$ cat config.mk
export PLATFORM = sky130hd
export DESIGN_NAME = blf_feistel
export DESIGN_NICKNAME = d
export VERILOG_FILES = /design/src/rtl/core/blf_pkg.sv /design/src/rtl/core/blf_feistel.sv
export SDC_FILE = /design/constraint.sdc
export NUM_CORES = 1
export LEC_CHECK = 0
export ABC_AREA = 1
export BUFFER_PORTS_ARGS = -buffer_cell sky130_fd_sc_hd__buf_2
export CELL_PAD_IN_SITES_DETAIL_PLACEMENT = 0
export CELL_PAD_IN_SITES_GLOBAL_PLACEMENT = 1
export CORE_MARGIN = 2
export CORE_UTILIZATION = 30
export DETAILED_ROUTE_END_ITERATION = 7
export PLACE_DENSITY = 0.76
export SKIP_LAST_GASP = 1
export SYNTH_ARGS = -nofsm -noshare
export SYNTH_HDL_FRONTEND = slang
export SYNTH_SLANG_ARGS = --single-unit
$ cat constraint.sdc
create_clock -name vclk -period 12.29
set_clock_uncertainty 0.15 [all_clocks]
set_input_delay 2.458 -clock vclk [all_inputs]
set_output_delay 2.458 -clock vclk [all_outputs]
set_load 0.02 [all_outputs]
$ cat src/rtl/core/blf_pkg.sv
// Shared types, codes and pi-derived initial tables of the Blowfish engine.
package blf_pkg;

   localparam int ROUNDS        = 16;
   localparam int MAX_KEY_WORDS = 14;
   localparam int P_LEN         = ROUNDS + 2;
   localparam int SBOX_NUM      = 4;
   localparam int SBOX_DEPTH    = 256;
   localparam int P_PAIRS       = P_LEN / 2;
   localparam int S_PAIRS       = SBOX_NUM * SBOX_DEPTH / 2;

   // Item functions carried on tuser
   localparam logic [1:0] FUNC_LOAD    = 2'd0;
   localparam logic [1:0] FUNC_EXPAND  = 2'd1;
   localparam logic [1:0] FUNC_ENCRYPT = 2'd2;
   localparam logic [1:0] FUNC_DECRYPT = 2'd3;

   typedef enum logic [5:0] {
      ST_IDLE  = 6'b000001,
      ST_INIT  = 6'b000010,
      ST_START = 6'b000100,
      ST_ROUND = 6'b001000,
      ST_WR2   = 6'b010000,
      ST_HOLD  = 6'b100000
   } state_type;

   // One S-box RAM write request
   typedef struct packed {
      logic        we;
      logic [7:0]  addr;
      logic [31:0] data;
   } sbox_wr_type;

   localparam logic [31:0] P_INIT [P_LEN] = '{
      32'h243F6A88, 32'h85A308D3, 32'h13198A2E, 32'h03707344, 32'hA4093822, 32'h299F31D0,
      32'h082EFA98, 32'hEC4E6C89, 32'h452821E6, 32'h38D01377, 32'hBE5466CF, 32'h34E90C6C,
      32'hC0AC29B7, 32'hC97C50DD, 32'h3F84D5B5, 32'hB5470917, 32'h9216D5D9, 32'h8979FB1B
   };

   localparam logic [31:0] S_INIT [SBOX_NUM][SBOX_DEPTH] = '{
      '{
      32'hD1310BA6, 32'h98DFB5AC, 32'h2FFD72DB, 32'hD01ADFB7, 32'hB8E1AFED, 32'h6A267E96,
      32'hBA7C9045, 32'hF12C7F99, 32'h24A19947, 32'hB3916CF7, 32'h0801F2E2, 32'h858EFC16,
      32'h636920D8, 32'h71574E69, 32'hA458FEA3, 32'hF4933D7E, 32'h0D95748F, 32'h728EB658,
      32'h718BCD58, 32'h82154AEE, 32'h7B54A41D, 32'hC25A59B5, 32'h9C30D539, 32'h2AF26013,
      32'hC5D1B023, 32'h286085F0, 32'hCA417918, 32'hB8DB38EF, 32'h8E79DCB0, 32'h603A180E,
      32'h6C9E0E8B, 32'hB01E8A3E, 32'hD71577C1, 32'hBD314B27, 32'h78AF2FDA, 32'h55605C60,
      32'hE65525F3, 32'hAA55AB94, 32'h57489862, 32'h63E81440, 32'h55CA396A, 32'h2AAB10B6,
      32'hB4CC5C34, 32'h1141E8CE, 32'hA15486AF, 32'h7C72E993, 32'hB3EE1411, 32'h636FBC2A,
      32'h2BA9C55D, 32'h741831F6, 32'hCE5C3E16, 32'h9B87931E, 32'hAFD6BA33, 32'h6C24CF5C,
      32'h7A325381, 32'h28958677, 32'h3B8F4898, 32'h6B4BB9AF, 32'hC4BFE81B, 32'h66282193,
      32'h61D809CC, 32'hFB21A991, 32'h487CAC60, 32'h5DEC8032, 32'hEF845D5D, 32'hE98575B1,
      32'hDC262302, 32'hEB651B88, 32'h23893E81, 32'hD396ACC5, 32'h0F6D6FF3, 32'h83F44239,
      32'h2E0B4482, 32'hA4842004, 32'h69C8F04A, 32'h9E1F9B5E, 32'h21C66842, 32'hF6E96C9A,
      32'h670C9C61, 32'hABD388F0, 32'h6A51A0D2, 32'hD8542F68, 32'h960FA728, 32'hAB5133A3,
      32'h6EEF0B6C, 32'h137A3BE4, 32'hBA3BF050, 32'h7EFB2A98, 32'hA1F1651D, 32'h39AF0176,
      32'h66CA593E, 32'h82430E88, 32'h8CEE8619, 32'h456F9FB4, 32'h7D84A5C3, 32'h3B8B5EBE,
      32'hE06F75D8, 32'h85C12073, 32'h401A449F, 32'h56C16AA6, 32'h4ED3AA62, 32'h363F7706,
      32'h1BFEDF72, 32'h429B023D, 32'h37D0D724, 32'hD00A1248, 32'hDB0FEAD3, 32'h49F1C09B,
      32'h075372C9, 32'h80991B7B, 32'h25D479D8, 32'hF6E8DEF7, 32'hE3FE501A, 32'hB6794C3B,
      32'h976CE0BD, 32'h04C006BA, 32'hC1A94FB6, 32'h409F60C4, 32'h5E5C9EC2, 32'h196A2463,
      32'h68FB6FAF, 32'h3E6C53B5, 32'h1339B2EB, 32'h3B52EC6F, 32'h6DFC511F, 32'h9B30952C,
      32'hCC814544, 32'hAF5EBD09, 32'hBEE3D004, 32'hDE334AFD, 32'h660F2807, 32'h192E4BB3,
      32'hC0CBA857, 32'h45C8740F, 32'hD20B5F39, 32'hB9D3FBDB, 32'h5579C0BD, 32'h1A60320A,
      32'hD6A100C6, 32'h402C7279, 32'h679F25FE, 32'hFB1FA3CC, 32'h8EA5E9F8, 32'hDB3222F8,
      32'h3C7516DF, 32'hFD616B15, 32'h2F501EC8, 32'hAD0552AB, 32'h323DB5FA, 32'hFD238760,
      32'h53317B48, 32'h3E00DF82, 32'h9E5C57BB, 32'hCA6F8CA0, 32'h1A87562E, 32'hDF1769DB,
      32'hD542A8F6, 32'h287EFFC3, 32'hAC6732C6, 32'h8C4F5573, 32'h695B27B0, 32'hBBCA58C8,
      32'hE1FFA35D, 32'hB8F011A0, 32'h10FA3D98, 32'hFD2183B8, 32'h4AFCB56C, 32'h2DD1D35B,
      32'h9A53E479, 32'hB6F84565, 32'hD28E49BC, 32'h4BFB9790, 32'hE1DDF2DA, 32'hA4CB7E33,
      32'h62FB1341, 32'hCEE4C6E8, 32'hEF20CADA, 32'h36774C01, 32'hD07E9EFE, 32'h2BF11FB4,
      32'h95DBDA4D, 32'hAE909198, 32'hEAAD8E71, 32'h6B93D5A0, 32'hD08ED1D0, 32'hAFC725E0,
      32'h8E3C5B2F, 32'h8E7594B7, 32'h8FF6E2FB, 32'hF2122B64, 32'h8888B812, 32'h900DF01C,
      32'h4FAD5EA0, 32'h688FC31C, 32'hD1CFF191, 32'hB3A8C1AD, 32'h2F2F2218, 32'hBE0E1777,
      32'hEA752DFE, 32'h8B021FA1, 32'hE5A0CC0F, 32'hB56F74E8, 32'h18ACF3D6, 32'hCE89E299,
      32'hB4A84FE0, 32'hFD13E0B7, 32'h7CC43B81, 32'hD2ADA8D9, 32'h165FA266, 32'h80957705,
      32'h93CC7314, 32'h211A1477, 32'hE6AD2065, 32'h77B5FA86, 32'hC75442F5, 32'hFB9D35CF,
      32'hEBCDAF0C, 32'h7B3E89A0, 32'hD6411BD3, 32'hAE1E7E49, 32'h00250E2D, 32'h2071B35E,
      32'h226800BB, 32'h57B8E0AF, 32'h2464369B, 32'hF009B91E, 32'h5563911D, 32'h59DFA6AA,
      32'h78C14389, 32'hD95A537F, 32'h207D5BA2, 32'h02E5B9C5, 32'h83260376, 32'h6295CFA9,
      32'h11C81968, 32'h4E734A41, 32'hB3472DCA, 32'h7B14A94A, 32'h1B510052, 32'h9A532915,
      32'hD60F573F, 32'hBC9BC6E4, 32'h2B60A476, 32'h81E67400, 32'h08BA6FB5, 32'h571BE91F,
      32'hF296EC6B, 32'h2A0DD915, 32'hB6636521, 32'hE7B9F9B6, 32'hFF34052E, 32'hC5855664,
      32'h53B02D5D, 32'hA99F8FA1, 32'h08BA4799, 32'h6E85076A
      },
      '{
      32'h4B7A70E9, 32'hB5B32944, 32'hDB75092E, 32'hC4192623, 32'hAD6EA6B0, 32'h49A7DF7D,
      32'h9CEE60B8, 32'h8FEDB266, 32'hECAA8C71, 32'h699A17FF, 32'h5664526C, 32'hC2B19EE1,
      32'h193602A5, 32'h75094C29, 32'hA0591340, 32'hE4183A3E, 32'h3F54989A, 32'h5B429D65,
      32'h6B8FE4D6, 32'h99F73FD6, 32'hA1D29C07, 32'hEFE830F5, 32'h4D2D38E6, 32'hF0255DC1,
      32'h4CDD2086, 32'h8470EB26, 32'h6382E9C6, 32'h021ECC5E, 32'h09686B3F, 32'h3EBAEFC9,
      32'h3C971814, 32'h6B6A70A1, 32'h687F3584, 32'h52A0E286, 32'hB79C5305, 32'hAA500737,
      32'h3E07841C, 32'h7FDEAE5C, 32'h8E7D44EC, 32'h5716F2B8, 32'hB03ADA37, 32'hF0500C0D,
      32'hF01C1F04, 32'h0200B3FF, 32'hAE0CF51A, 32'h3CB574B2, 32'h25837A58, 32'hDC0921BD,
      32'hD19113F9, 32'h7CA92FF6, 32'h94324773, 32'h22F54701, 32'h3AE5E581, 32'h37C2DADC,
      32'hC8B57634, 32'h9AF3DDA7, 32'hA9446146, 32'h0FD0030E, 32'hECC8C73E, 32'hA4751E41,
      32'hE238CD99, 32'h3BEA0E2F, 32'h3280BBA1, 32'h183EB331, 32'h4E548B38, 32'h4F6DB908,
      32'h6F420D03, 32'hF60A04BF, 32'h2CB81290, 32'h24977C79, 32'h5679B072, 32'hBCAF89AF,
      32'hDE9A771F, 32'hD9930810, 32'hB38BAE12, 32'hDCCF3F2E, 32'h5512721F, 32'h2E6B7124,
      32'h501ADDE6, 32'h9F84CD87, 32'h7A584718, 32'h7408DA17, 32'hBC9F9ABC, 32'hE94B7D8C,
      32'hEC7AEC3A, 32'hDB851DFA, 32'h63094366, 32'hC464C3D2, 32'hEF1C1847, 32'h3215D908,
      32'hDD433B37, 32'h24C2BA16, 32'h12A14D43, 32'h2A65C451, 32'h50940002, 32'h133AE4DD,
      32'h71DFF89E, 32'h10314E55, 32'h81AC77D6, 32'h5F11199B, 32'h043556F1, 32'hD7A3C76B,
      32'h3C11183B, 32'h5924A509, 32'hF28FE6ED, 32'h97F1FBFA, 32'h9EBABF2C, 32'h1E153C6E,
      32'h86E34570, 32'hEAE96FB1, 32'h860E5E0A, 32'h5A3E2AB3, 32'h771FE71C, 32'h4E3D06FA,
      32'h2965DCB9, 32'h99E71D0F, 32'h803E89D6, 32'h5266C825, 32'h2E4CC978, 32'h9C10B36A,
      32'hC6150EBA, 32'h94E2EA78, 32'hA5FC3C53, 32'h1E0A2DF4, 32'hF2F74EA7, 32'h361D2B3D,
      32'h1939260F, 32'h19C27960, 32'h5223A708, 32'hF71312B6, 32'hEBADFE6E, 32'hEAC31F66,
      32'hE3BC4595, 32'hA67BC883, 32'hB17F37D1, 32'h018CFF28, 32'hC332DDEF, 32'hBE6C5AA5,
      32'h65582185, 32'h68AB9802, 32'hEECEA50F, 32'hDB2F953B, 32'h2AEF7DAD, 32'h5B6E2F84,
      32'h1521B628, 32'h29076170, 32'hECDD4775, 32'h619F1510, 32'h13CCA830, 32'hEB61BD96,
      32'h0334FE1E, 32'hAA0363CF, 32'hB5735C90, 32'h4C70A239, 32'hD59E9E0B, 32'hCBAADE14,
      32'hEECC86BC, 32'h60622CA7, 32'h9CAB5CAB, 32'hB2F3846E, 32'h648B1EAF, 32'h19BDF0CA,
      32'hA02369B9, 32'h655ABB50, 32'h40685A32, 32'h3C2AB4B3, 32'h319EE9D5, 32'hC021B8F7,
      32'h9B540B19, 32'h875FA099, 32'h95F7997E, 32'h623D7DA8, 32'hF837889A, 32'h97E32D77,
      32'h11ED935F, 32'h16681281, 32'h0E358829, 32'hC7E61FD6, 32'h96DEDFA1, 32'h7858BA99,
      32'h57F584A5, 32'h1B227263, 32'h9B83C3FF, 32'h1AC24696, 32'hCDB30AEB, 32'h532E3054,
      32'h8FD948E4, 32'h6DBC3128, 32'h58EBF2EF, 32'h34C6FFEA, 32'hFE28ED61, 32'hEE7C3C73,
      32'h5D4A14D9, 32'hE864B7E3, 32'h42105D14, 32'h203E13E0, 32'h45EEE2B6, 32'hA3AAABEA,
      32'hDB6C4F15, 32'hFACB4FD0, 32'hC742F442, 32'hEF6ABBB5, 32'h654F3B1D, 32'h41CD2105,
      32'hD81E799E, 32'h86854DC7, 32'hE44B476A, 32'h3D816250, 32'hCF62A1F2, 32'h5B8D2646,
      32'hFC8883A0, 32'hC1C7B6A3, 32'h7F1524C3, 32'h69CB7492, 32'h47848A0B, 32'h5692B285,
      32'h095BBF00, 32'hAD19489D, 32'h1462B174, 32'h23820E00, 32'h58428D2A, 32'h0C55F5EA,
      32'h1DADF43E, 32'h233F7061, 32'h3372F092, 32'h8D937E41, 32'hD65FECF1, 32'h6C223BDB,
      32'h7CDE3759, 32'hCBEE7460, 32'h4085F2A7, 32'hCE77326E, 32'hA6078084, 32'h19F8509E,
      32'hE8EFD855, 32'h61D99735, 32'hA969A7AA, 32'hC50C06C2, 32'h5A04ABFC, 32'h800BCADC,
      32'h9E447A2E, 32'hC3453484, 32'hFDD56705, 32'h0E1E9EC9, 32'hDB73DBD3, 32'h105588CD,
      32'h675FDA79, 32'hE3674340, 32'hC5C43465, 32'h713E38D8, 32'h3D28F89E, 32'hF16DFF20,
      32'h153E21E7, 32'h8FB03D4A, 32'hE6E39F2B, 32'hDB83ADF7
      },
      '{
      32'hE93D5A68, 32'h948140F7, 32'hF64C261C, 32'h94692934, 32'h411520F7, 32'h7602D4F7,
      32'hBCF46B2E, 32'hD4A20068, 32'hD4082471, 32'h3320F46A, 32'h43B7D4B7, 32'h500061AF,
      32'h1E39F62E, 32'h97244546, 32'h14214F74, 32'hBF8B8840, 32'h4D95FC1D, 32'h96B591AF,
      32'h70F4DDD3, 32'h66A02F45, 32'hBFBC09EC, 32'h03BD9785, 32'h7FAC6DD0, 32'h31CB8504,
      32'h96EB27B3, 32'h55FD3941, 32'hDA2547E6, 32'hABCA0A9A, 32'h28507825, 32'h530429F4,
      32'h0A2C86DA, 32'hE9B66DFB, 32'h68DC1462, 32'hD7486900, 32'h680EC0A4, 32'h27A18DEE,
      32'h4F3FFEA2, 32'hE887AD8C, 32'hB58CE006, 32'h7AF4D6B6, 32'hAACE1E7C, 32'hD3375FEC,
      32'hCE78A399, 32'h406B2A42, 32'h20FE9E35, 32'hD9F385B9, 32'hEE39D7AB, 32'h3B124E8B,
      32'h1DC9FAF7, 32'h4B6D1856, 32'h26A36631, 32'hEAE397B2, 32'h3A6EFA74, 32'hDD5B4332,
      32'h6841E7F7, 32'hCA7820FB, 32'hFB0AF54E, 32'hD8FEB397, 32'h454056AC, 32'hBA489527,
      32'h55533A3A, 32'h20838D87, 32'hFE6BA9B7, 32'hD096954B, 32'h55A867BC, 32'hA1159A58,
      32'hCCA92963, 32'h99E1DB33, 32'hA62A4A56, 32'h3F3125F9, 32'h5EF47E1C, 32'h9029317C,
      32'hFDF8E802, 32'h04272F70, 32'h80BB155C, 32'h05282CE3, 32'h95C11548, 32'hE4C66D22,
      32'h48C1133F, 32'hC70F86DC, 32'h07F9C9EE, 32'h41041F0F, 32'h404779A4, 32'h5D886E17,
      32'h325F51EB, 32'hD59BC0D1, 32'hF2BCC18F, 32'h41113564, 32'h257B7834, 32'h602A9C60,
      32'hDFF8E8A3, 32'h1F636C1B, 32'h0E12B4C2, 32'h02E1329E, 32'hAF664FD1, 32'hCAD18115,
      32'h6B2395E0, 32'h333E92E1, 32'h3B240B62, 32'hEEBEB922, 32'h85B2A20E, 32'hE6BA0D99,
      32'hDE720C8C, 32'h2DA2F728, 32'hD0127845, 32'h95B794FD, 32'h647D0862, 32'hE7CCF5F0,
      32'h5449A36F, 32'h877D48FA, 32'hC39DFD27, 32'hF33E8D1E, 32'h0A476341, 32'h992EFF74,
      32'h3A6F6EAB, 32'hF4F8FD37, 32'hA812DC60, 32'hA1EBDDF8, 32'h991BE14C, 32'hDB6E6B0D,
      32'hC67B5510, 32'h6D672C37, 32'h2765D43B, 32'hDCD0E804, 32'hF1290DC7, 32'hCC00FFA3,
      32'hB5390F92, 32'h690FED0B, 32'h667B9FFB, 32'hCEDB7D9C, 32'hA091CF0B, 32'hD9155EA3,
      32'hBB132F88, 32'h515BAD24, 32'h7B9479BF, 32'h763BD6EB, 32'h37392EB3, 32'hCC115979,
      32'h8026E297, 32'hF42E312D, 32'h6842ADA7, 32'hC66A2B3B, 32'h12754CCC, 32'h782EF11C,
      32'h6A124237, 32'hB79251E7, 32'h06A1BBE6, 32'h4BFB6350, 32'h1A6B1018, 32'h11CAEDFA,
      32'h3D25BDD8, 32'hE2E1C3C9, 32'h44421659, 32'h0A121386, 32'hD90CEC6E, 32'hD5ABEA2A,
      32'h64AF674E, 32'hDA86A85F, 32'hBEBFE988, 32'h64E4C3FE, 32'h9DBC8057, 32'hF0F7C086,
      32'h60787BF8, 32'h6003604D, 32'hD1FD8346, 32'hF6381FB0, 32'h7745AE04, 32'hD736FCCC,
      32'h83426B33, 32'hF01EAB71, 32'hB0804187, 32'h3C005E5F, 32'h77A057BE, 32'hBDE8AE24,
      32'h55464299, 32'hBF582E61, 32'h4E58F48F, 32'hF2DDFDA2, 32'hF474EF38, 32'h8789BDC2,
      32'h5366F9C3, 32'hC8B38E74, 32'hB475F255, 32'h46FCD9B9, 32'h7AEB2661, 32'h8B1DDF84,
      32'h846A0E79, 32'h915F95E2, 32'h466E598E, 32'h20B45770, 32'h8CD55591, 32'hC902DE4C,
      32'hB90BACE1, 32'hBB8205D0, 32'h11A86248, 32'h7574A99E, 32'hB77F19B6, 32'hE0A9DC09,
      32'h662D09A1, 32'hC4324633, 32'hE85A1F02, 32'h09F0BE8C, 32'h4A99A025, 32'h1D6EFE10,
      32'h1AB93D1D, 32'h0BA5A4DF, 32'hA186F20F, 32'h2868F169, 32'hDCB7DA83, 32'h573906FE,
      32'hA1E2CE9B, 32'h4FCD7F52, 32'h50115E01, 32'hA70683FA, 32'hA002B5C4, 32'h0DE6D027,
      32'h9AF88C27, 32'h773F8641, 32'hC3604C06, 32'h61A806B5, 32'hF0177A28, 32'hC0F586E0,
      32'h006058AA, 32'h30DC7D62, 32'h11E69ED7, 32'h2338EA63, 32'h53C2DD94, 32'hC2C21634,
      32'hBBCBEE56, 32'h90BCB6DE, 32'hEBFC7DA1, 32'hCE591D76, 32'h6F05E409, 32'h4B7C0188,
      32'h39720A3D, 32'h7C927C24, 32'h86E3725F, 32'h724D9DB9, 32'h1AC15BB4, 32'hD39EB8FC,
      32'hED545578, 32'h08FCA5B5, 32'hD83D7CD3, 32'h4DAD0FC4, 32'h1E50EF5E, 32'hB161E6F8,
      32'hA28514D9, 32'h6C51133C, 32'h6FD5C7E7, 32'h56E14EC4, 32'h362ABFCE, 32'hDDC6C837,
      32'hD79A3234, 32'h92638212, 32'h670EFA8E, 32'h406000E0
      },
      '{
      32'h3A39CE37, 32'hD3FAF5CF, 32'hABC27737, 32'h5AC52D1B, 32'h5CB0679E, 32'h4FA33742,
      32'hD3822740, 32'h99BC9BBE, 32'hD5118E9D, 32'hBF0F7315, 32'hD62D1C7E, 32'hC700C47B,
      32'hB78C1B6B, 32'h21A19045, 32'hB26EB1BE, 32'h6A366EB4, 32'h5748AB2F, 32'hBC946E79,
      32'hC6A376D2, 32'h6549C2C8, 32'h530FF8EE, 32'h468DDE7D, 32'hD5730A1D, 32'h4CD04DC6,
      32'h2939BBDB, 32'hA9BA4650, 32'hAC9526E8, 32'hBE5EE304, 32'hA1FAD5F0, 32'h6A2D519A,
      32'h63EF8CE2, 32'h9A86EE22, 32'hC089C2B8, 32'h43242EF6, 32'hA51E03AA, 32'h9CF2D0A4,
      32'h83C061BA, 32'h9BE96A4D, 32'h8FE51550, 32'hBA645BD6, 32'h2826A2F9, 32'hA73A3AE1,
      32'h4BA99586, 32'hEF5562E9, 32'hC72FEFD3, 32'hF752F7DA, 32'h3F046F69, 32'h77FA0A59,
      32'h80E4A915, 32'h87B08601, 32'h9B09E6AD, 32'h3B3EE593, 32'hE990FD5A, 32'h9E34D797,
      32'h2CF0B7D9, 32'h022B8B51, 32'h96D5AC3A, 32'h017DA67D, 32'hD1CF3ED6, 32'h7C7D2D28,
      32'h1F9F25CF, 32'hADF2B89B, 32'h5AD6B472, 32'h5A88F54C, 32'hE029AC71, 32'hE019A5E6,
      32'h47B0ACFD, 32'hED93FA9B, 32'hE8D3C48D, 32'h283B57CC, 32'hF8D56629, 32'h79132E28,
      32'h785F0191, 32'hED756055, 32'hF7960E44, 32'hE3D35E8C, 32'h15056DD4, 32'h88F46DBA,
      32'h03A16125, 32'h0564F0BD, 32'hC3EB9E15, 32'h3C9057A2, 32'h97271AEC, 32'hA93A072A,
      32'h1B3F6D9B, 32'h1E6321F5, 32'hF59C66FB, 32'h26DCF319, 32'h7533D928, 32'hB155FDF5,
      32'h03563482, 32'h8ABA3CBB, 32'h28517711, 32'hC20AD9F8, 32'hABCC5167, 32'hCCAD925F,
      32'h4DE81751, 32'h3830DC8E, 32'h379D5862, 32'h9320F991, 32'hEA7A90C2, 32'hFB3E7BCE,
      32'h5121CE64, 32'h774FBE32, 32'hA8B6E37E, 32'hC3293D46, 32'h48DE5369, 32'h6413E680,
      32'hA2AE0810, 32'hDD6DB224, 32'h69852DFD, 32'h09072166, 32'hB39A460A, 32'h6445C0DD,
      32'h586CDECF, 32'h1C20C8AE, 32'h5BBEF7DD, 32'h1B588D40, 32'hCCD2017F, 32'h6BB4E3BB,
      32'hDDA26A7E, 32'h3A59FF45, 32'h3E350A44, 32'hBCB4CDD5, 32'h72EACEA8, 32'hFA6484BB,
      32'h8D6612AE, 32'hBF3C6F47, 32'hD29BE463, 32'h542F5D9E, 32'hAEC2771B, 32'hF64E6370,
      32'h740E0D8D, 32'hE75B1357, 32'hF8721671, 32'hAF537D5D, 32'h4040CB08, 32'h4EB4E2CC,
      32'h34D2466A, 32'h0115AF84, 32'hE1B00428, 32'h95983A1D, 32'h06B89FB4, 32'hCE6EA048,
      32'h6F3F3B82, 32'h3520AB82, 32'h011A1D4B, 32'h277227F8, 32'h611560B1, 32'hE7933FDC,
      32'hBB3A792B, 32'h344525BD, 32'hA08839E1, 32'h51CE794B, 32'h2F32C9B7, 32'hA01FBAC9,
      32'hE01CC87E, 32'hBCC7D1F6, 32'hCF0111C3, 32'hA1E8AAC7, 32'h1A908749, 32'hD44FBD9A,
      32'hD0DADECB, 32'hD50ADA38, 32'h0339C32A, 32'hC6913667, 32'h8DF9317C, 32'hE0B12B4F,
      32'hF79E59B7, 32'h43F5BB3A, 32'hF2D519FF, 32'h27D9459C, 32'hBF97222C, 32'h15E6FC2A,
      32'h0F91FC71, 32'h9B941525, 32'hFAE59361, 32'hCEB69CEB, 32'hC2A86459, 32'h12BAA8D1,
      32'hB6C1075E, 32'hE3056A0C, 32'h10D25065, 32'hCB03A442, 32'hE0EC6E0E, 32'h1698DB3B,
      32'h4C98A0BE, 32'h3278E964, 32'h9F1F9532, 32'hE0D392DF, 32'hD3A0342B, 32'h8971F21E,
      32'h1B0A7441, 32'h4BA3348C, 32'hC5BE7120, 32'hC37632D8, 32'hDF359F8D, 32'h9B992F2E,
      32'hE60B6F47, 32'h0FE3F11D, 32'hE54CDA54, 32'h1EDAD891, 32'hCE6279CF, 32'hCD3E7E6F,
      32'h1618B166, 32'hFD2C1D05, 32'h848FD2C5, 32'hF6FB2299, 32'hF523F357, 32'hA6327623,
      32'h93A83531, 32'h56CCCD02, 32'hACF08162, 32'h5A75EBB5, 32'h6E163697, 32'h88D273CC,
      32'hDE966292, 32'h81B949D0, 32'h4C50901B, 32'h71C65614, 32'hE6C6C7BD, 32'h327A140A,
      32'h45E1D006, 32'hC3F27B9A, 32'hC9AA53FD, 32'h62A80F00, 32'hBB25BFE2, 32'h35BDD2F6,
      32'h71126905, 32'hB2040222, 32'hB6CBCF7C, 32'hCD769C2B, 32'h53113EC0, 32'h1640E3D3,
      32'h38ABBD60, 32'h2547ADF0, 32'hBA38209C, 32'hF746CE76, 32'h77AFA1C5, 32'h20756060,
      32'h85CBFE4E, 32'h8AE88DD8, 32'h7AAAF9B0, 32'h4CF9AA7E, 32'h1948C25C, 32'h02FB8A8C,
      32'h01C36AE4, 32'hD6EBE1F9, 32'h90D4F869, 32'hA65CDEA0, 32'h3F09252D, 32'hC208E69F,
      32'hB74E6132, 32'hCE77E25B, 32'h578FDFE3, 32'h3AC372E6
      }
   };

endpackage

$ cat src/rtl/core/blf_feistel.sv
// Blowfish round function from the four S-box read words.
module blf_feistel
   import blf_pkg::*;
(
   input  logic [31:0] s_word [SBOX_NUM],
   output logic [31:0] f_out
);

   logic [31:0] sum01;

   // ((S0 + S1) ^ S2) + S3
   assign sum01 = s_word[0] + s_word[1];
   assign f_out = (sum01 ^ s_word[2]) + s_word[3];

endmodule

==> metrics.txt, run 1 <==
outcome=finished, final reports clean; leakage dissipation=3.28 nW; Synth Instances=840; initial core utilization=between 30% and 40%; Final nets=1,199; Top cell by count, worst path=nand2_1; fin crit period=8350 ps; post-synthesis compound-gate area fraction=15.1%; core box area=14,600 µm²; largest net degree at the start of global routing=7; multi-input logic area=4030 µm²; largest cells by area after synthesis=nand2_1 23%, ha_1 18%, inv_1 11%, xor2_1 9.1%, nor2_1 6.9%; Synth Warn #=0; fraction of final layout cells sized beyond drive strength 1=about 18%; layout sequential cell count=0; Post-Syn Area=4540 µm²; cts hold-fix bufs=0; Ant. Diodes=0; Synth Area in Simple Gates=between 40% and 50%; vias per cell=4.67; largest family of logic cells by synthesized area=simple AND/OR/NAND/NOR gates; clkbuf count=0; io pins=between 150 and 200; Worst Setup Start Kind=input port; worst relative slew slack=between 70 and 80%; global-route wire length before repair=25.0 mm; Hold Fails Final Rpt=0; final wirelength=~16 mm; HPWL Detailed=14.6 mm; HP Class=input port to output pin; Post-Place Setup Slack=approximately 4000 ps; Port Buffers=160; post-synthesis adder-cell area fraction=about a fifth; Slowest cell on crit path=fa_1; CP Capture Type=output pin; Worst VDD drop=0.0455 mV; Cell Chain, Critical Path=buf_2 -> ha_1 -> inv_1 -> fa_1 -> inv_1 -> nand3_1 -> nand2_1 -> nand2_1 -> nand3_1 -> xor2_1 -> inv_1 -> ha_1 -> a21oi_1 -> o21ai_0 -> a21oi_1 -> nand2_1 -> nand2_1 -> nand2_1 -> inv_1 -> nand2_1 -> nand2_1 -> buf_2; syn_nets=1,037; PnR worst setup slack=between 3000 and 4000 ps; RSZ-0062 raised after global routing=no; Antenna Nets Post-Route=0; Non-Filler Cell Area, Final=5580 µm²; final cell count without fillers=1,184; total grt overflow=0; Final Slew Violations=0; Synth top cells by count=276 x nand2_1, 136 x inv_1, 83 x nor2_1, 67 x ha_1, 59 x a21oi_1; critical path peak fanout=5; cts repair resizes=0; cell taking the most area after synthesis=nand2_1; number of global-route vias before repair=5,350; Seq/Total Area, Yosys=0%; multiplexer area fraction after synthesis=0%; crit-path max cell delay=400 ps; Die H=around 130 µm; hold_ws=5120 ps; Achievable Freq=roughly 120 MHz; floorplan row count=between 40 and 50; Arrival @ worst endpoint=5740 ps; initial antenna violation count=0; count leader, synth=nand2_1; die area=16,100 µm²; post-synthesis xor/xnor area fraction=roughly 13%; drt wl/cell=approximately 13 µm; register area=0 µm²; DP Area=5580 µm²; fillers=~1,700; final period utilization=68.0%; WP buf/inv=6; Area Overhead vs Synth=22.7%; GRT Total Usage=roughly a fifth; post-CTS setup buffer count=0; Iteration-0 DRC Markers=298; Slew @ Worst Pin=403 ps; Synth top area share=22.8%; delay-heaviest family, CP=simple AND/OR/NAND/NOR gates; drt pass-1 iters=5; Power Dens Cells=109 nW/µm²; syn avg cell area=5.41 µm²; final setup fails=0; synth unique cells=35; placed instance count=1,184; DIE WIDTH=127 µm; critical path class=input port to output pin; GP Congestion=0.886; max cap viols=0; Remaining DRCs=0; Via Count=between 5,000 and 6,000; Total Neg Setup Slack=0 ps; Critical Path RT=9680 ps
-- layout make-up --
class / instances / share of cell area, %
Timing Repair Buffer: 160 / 14.4
Multi-Input combinational cell: 703 / 72.3
Inverter: 137 / 9.22
Tap cell: 184 / 4.13
-- cell usage in the layout (no fill, tap or decap), types with 2 or more instances in the layout --
cell type / netlist / final
xor2_1: 47 / 47
o21ai_0: 16 / 16
a21o_1: 6 / 6
a21oi_1: 59 / 59
nand2_2: 5 / 5
nand4_1: 13 / 13
nor2_1: 83 / 83
fa_1: 2 / 2
o21bai_1: 17 / 17
nor3_2: 3 / 3
xnor2_1: 20 / 20
buf_2: 0 / 160
ha_1: 67 / 67
nand2_1: 276 / 276
nor2_2: 2 / 2
inv_1: 136 / 136
nor4_1: 3 / 3
a21boi_0: 4 / 4
and2_1: 3 / 3
nand3_1: 54 / 54
nor3_1: 7 / 7
o21a_1: 3 / 3
-- cell families (layout without fill, tap and decap cells) --
group | after synthesis | after routing
compound gates | 114 | 114
simple gates | 453 | 453
buf+inv | 137 | 297
fa+ha+maj | 69 | 69
xor+xnor | 67 | 67
-- report_power, final --
| part | leakage [nW] | switching [W] | internal (W) | total [W] |
|---|---|---|---|---|
| Combinational | 3.28 | 0.000397 | 0.000211 | 0.000608 |
| Sequential | 0 | 0 | 0 | 0 |
| Clock | 0 | 0 | 0 | 0 |
| Total | 3.28 | 0.000397 | 0.000211 | 0.000608 |
-- per-layer routing --
layer | vias up | global-route usage (%) | wire [µm]
met2 | 142 | 34.4 | 7280
met5 | - | 0 | 0
met4 | 0 | 1.10 | 103
met3 | 6 | 0.712 | 648
met1 | 2378 | 25.8 | 7740
li1 | 3008 | - | -
-- through the flow --
step	util, %	total power, W
detailed placement	38.1	0.000607
CTS	38.1	0.000609
floorplan	-	0.000425
finish	38.1	0.000608
global route	38.1	0.000679
global placement	38.1	0.000608
-- worst paths after layout --
path                  startpoint        end  slack [ps]  cells after the start
worst max-delay path  s_word[64]  f_out[31]        3940                     22
worst min-delay path   s_word[0]   f_out[0]        5120                      3
(Power assumes the default switching activity.)
==> run 2: changes to the inputs <==
Settings changed: ABC_AREA 1 to 0, PLACE_DENSITY 0.76 to 0.79.
Clock period 12.29 ns to 6.9 ns, I/O delays scaled along.
==> run 2 against run 1 <==
The run now ends with DRC, setup timing left. Sequential share of layout area unchanged. Critical path depth increased by 1. Power increased by 110%. Flip-flop and latch count unchanged. Critical endpoint is now f_out[30]. Largest power group unchanged. Highest routed layer unchanged.
==> metrics.txt, run 2 <==
global-route wire length before repair=20.0 mm (-20%); largest net degree at the start of global routing=9 (+2); Via Count=4,458 (-19%); Synth top cells by count=67 x ha_1, 67 x xnor2_1, 54 x a21oi_1, 45 x nor2_1, 36 x nand2_1; Iteration-0 DRC Markers=186 (-38%); HP Class=input port to output pin; critical path peak fanout=6 (+1); initial core utilization=31.1% (+0.052 points); cell taking the most area after synthesis=ha_1; final period utilization=106%; start point of the critical path=s_word[65]; Final Slew Violations=0 (unchanged); io pins=160 (unchanged); DIE WIDTH=113 µm (-11%); Comb power frac=100.0% (about the same); fraction of final layout cells sized beyond drive strength 1=38.8% (+21 points); Synth Instances=497 (-41%); Power Dens Cells=238 nW/µm² (+120%); hold_ws=2950 ps (-2170 ps); sw power=0.000706 W (+78%); RSZ-0062 raised after global routing=yes; PnR worst setup slack=-441 ps (-4380 ps); Port Buffers=160 (unchanged); layout sequential cell count=0 (unchanged); Seq pwr share=0% (unchanged); max cap viols=0 (unchanged); die area=12,800 µm² (-21%); Post-Place Setup Slack=-484 ps (-4380 ps); floorplan row count=39 (-11%); fillers=1,174 (-33%); Post-Syn Area=3580 µm² (-21%); Hold Fails Final Rpt=0 (unchanged); Antenna Nets Post-Route=0 (unchanged); Arrival @ worst endpoint=5810 ps (+70 ps); fin crit period=about 7300 ps; GR Layer Usage met2=33.2% (-1.2 points); CP Capture Type=output pin; GP Congestion=0.906 (+2.3%); Tot Pwr=0.00129 W (+110%); final wirelength=12.7 mm (-19%); Seq/Total Area, Yosys=0% (unchanged); failing checks=DRC, setup timing; Area Overhead vs Synth=50.6%; worst relative slew slack=69.7% (-3.5 points); drt pass-1 iters=6 (+1); switching part of the total=54.9% (-10 points); HPWL Detailed=11.1 mm (-24%); Worst VDD drop=0.109 mV (+140%); most frequent cells in the layout=150 x buf_2, 66 x xnor2_1, 65 x buf_4; Synth top area share=23.4% (+0.62 points); Slowest cell on crit path=o311ai_4; crit-path max cell delay=420 ps (+20 ps); synth unique cells=54 (+54%); Top cell by count, worst path=a21o_1; Die H=113 µm (-11%); met3 Use GR=0.911% (+0.20 points); Synth Warn #=0 (unchanged); Cell Chain, Critical Path=buf_8 -> ha_4 -> a21oi_4 -> nor2_2 -> or3_4 -> a211o_1 -> a21o_1 -> a21o_1 -> a31o_4 -> a21o_1 -> a311oi_2 -> ha_2 -> buf_4 -> buf_6 -> nand4_1 -> nor3_1 -> nand2_1 -> o311ai_1 -> o31a_1 -> o311ai_4 -> a31oi_4 -> xor2_2 -> buf_2; internal power=0.000579 W (+170%); GRT Total Usage=18.5% (-0.33 points); drt wl/cell=14.7 µm (+10%); most common cell after layout, fill and taps aside=buf_2; critical path class=input port to output pin; Final nets=915 (-24%); syn_nets=694 (-33%); min-delay src=s_word[0]; final setup fails=8 (+8); core box area=11,500 µm² (-21%); largest cells by area after synthesis=ha_1 23%, xnor2_1 16%, a21oi_1 7.5%, xor2_1 5.1%, a21o_1 4.8%; Remaining DRCs=7 (+7); Worst Setup Start Kind=input port; busiest grt layer=met2; Critical Path RT=5370 ps (-4310 ps); number of global-route vias before repair=4,347 (-19%); Slew @ Worst Pin=443 ps (+40.4 ps); syn avg cell area=7.20 µm² (+33%); register area=0 µm² (unchanged); initial antenna violation count=4 (+4); Clock power frac=0% (unchanged); cts hold-fix bufs=0 (unchanged); clkbuf count=0 (unchanged); leakage dissipation=2.60 nW (-21%); Achievable Freq=around 140 MHz; outcome=finished with violations; vias per cell=5.17 (+11%); met1 GRT Util=25.0% (-0.86 points); total grt overflow=0 (unchanged)
-- run 2: cell count changes after synthesis, sizes merged, moves of 12 or more --
cell	delta
a21o	+17
inv	-125
nand2	-245
nor2	-40
xnor2	+47
nand3	-45
o21bai	-12
xor2	-26
o21ai	+12
-- run 2: logic make-up after synthesis --
kind of cell,share of synthesized area [%]
simple gates,20.5
fa+ha+maj,24.5
buf+inv,1.78
xor+xnor,21.5
compound gates,31.6
-- run 2: worst paths after layout --
path | cells after the start | slack (ps) | endpoint
worst max-delay path | 23 | -440 | f_out[30]
worst min-delay path | 3 | 2950 | f_out[0]
-- run 2: area by class of cell --
cell class,instances,area [µm²],area share (%)
well taps,143,179,3.32
repair buffers,224,1340,24.9
multi-input cells,480,3810,70.7
inverters,12,45.0,0.835
diodes,4,10.0,0.186
-- run 2: per-layer routing --
metal,routed length (µm),part of all wire (%)
met3,449,3.5
met2,6210,49
met5,0,0
met4,202,1.6
met1,5830,46
-- run 2: timing repair --
action / in CTS / in global routing
resized for setup: 26 / 31
buffers inserted: 2 / 7
pin swaps: 18 / 22
endpoints found under the setup margin: 8 / 12
-- run 2: worst max-delay path: cells and delay by family --
| kind | cells | cell delay, ps |
|---|---|---|
| simple gates | 5 | 720 |
| buf+inv | 4 | 520 |
| xor+xnor | 1 | 180 |
| fa+ha+maj | 2 | 560 |
| compound gates | 11 | 2420 |
-- run 2: power by group through the flow --
stage | clock network, W | logic [W] | registers [W]
2_1_floorplan | 0 | 0.000788 | 0
3_3_place_gp | 0 | 0.00117 | 0
3_5_place_dp | 0 | 0.00117 | 0
4_1_cts | 0 | 0.00122 | 0
5_1_grt | 0.0000000000775 | 0.00139 | 0
6_report | 0.0000000000775 | 0.00129 | 0
-- run 2: through the flow --
step	utilization (%)	TNS, ps	cell area, µm²	std cells
after floorplan	-	-264	3700	497
after global placement	44.0	-1940	5070	851
after detailed placement	44.0	-2430	5070	851
after CTS	45.3	-1670	5220	853
after global routing	46.8	-3610	5390	863
final	46.8	-2020	5390	863
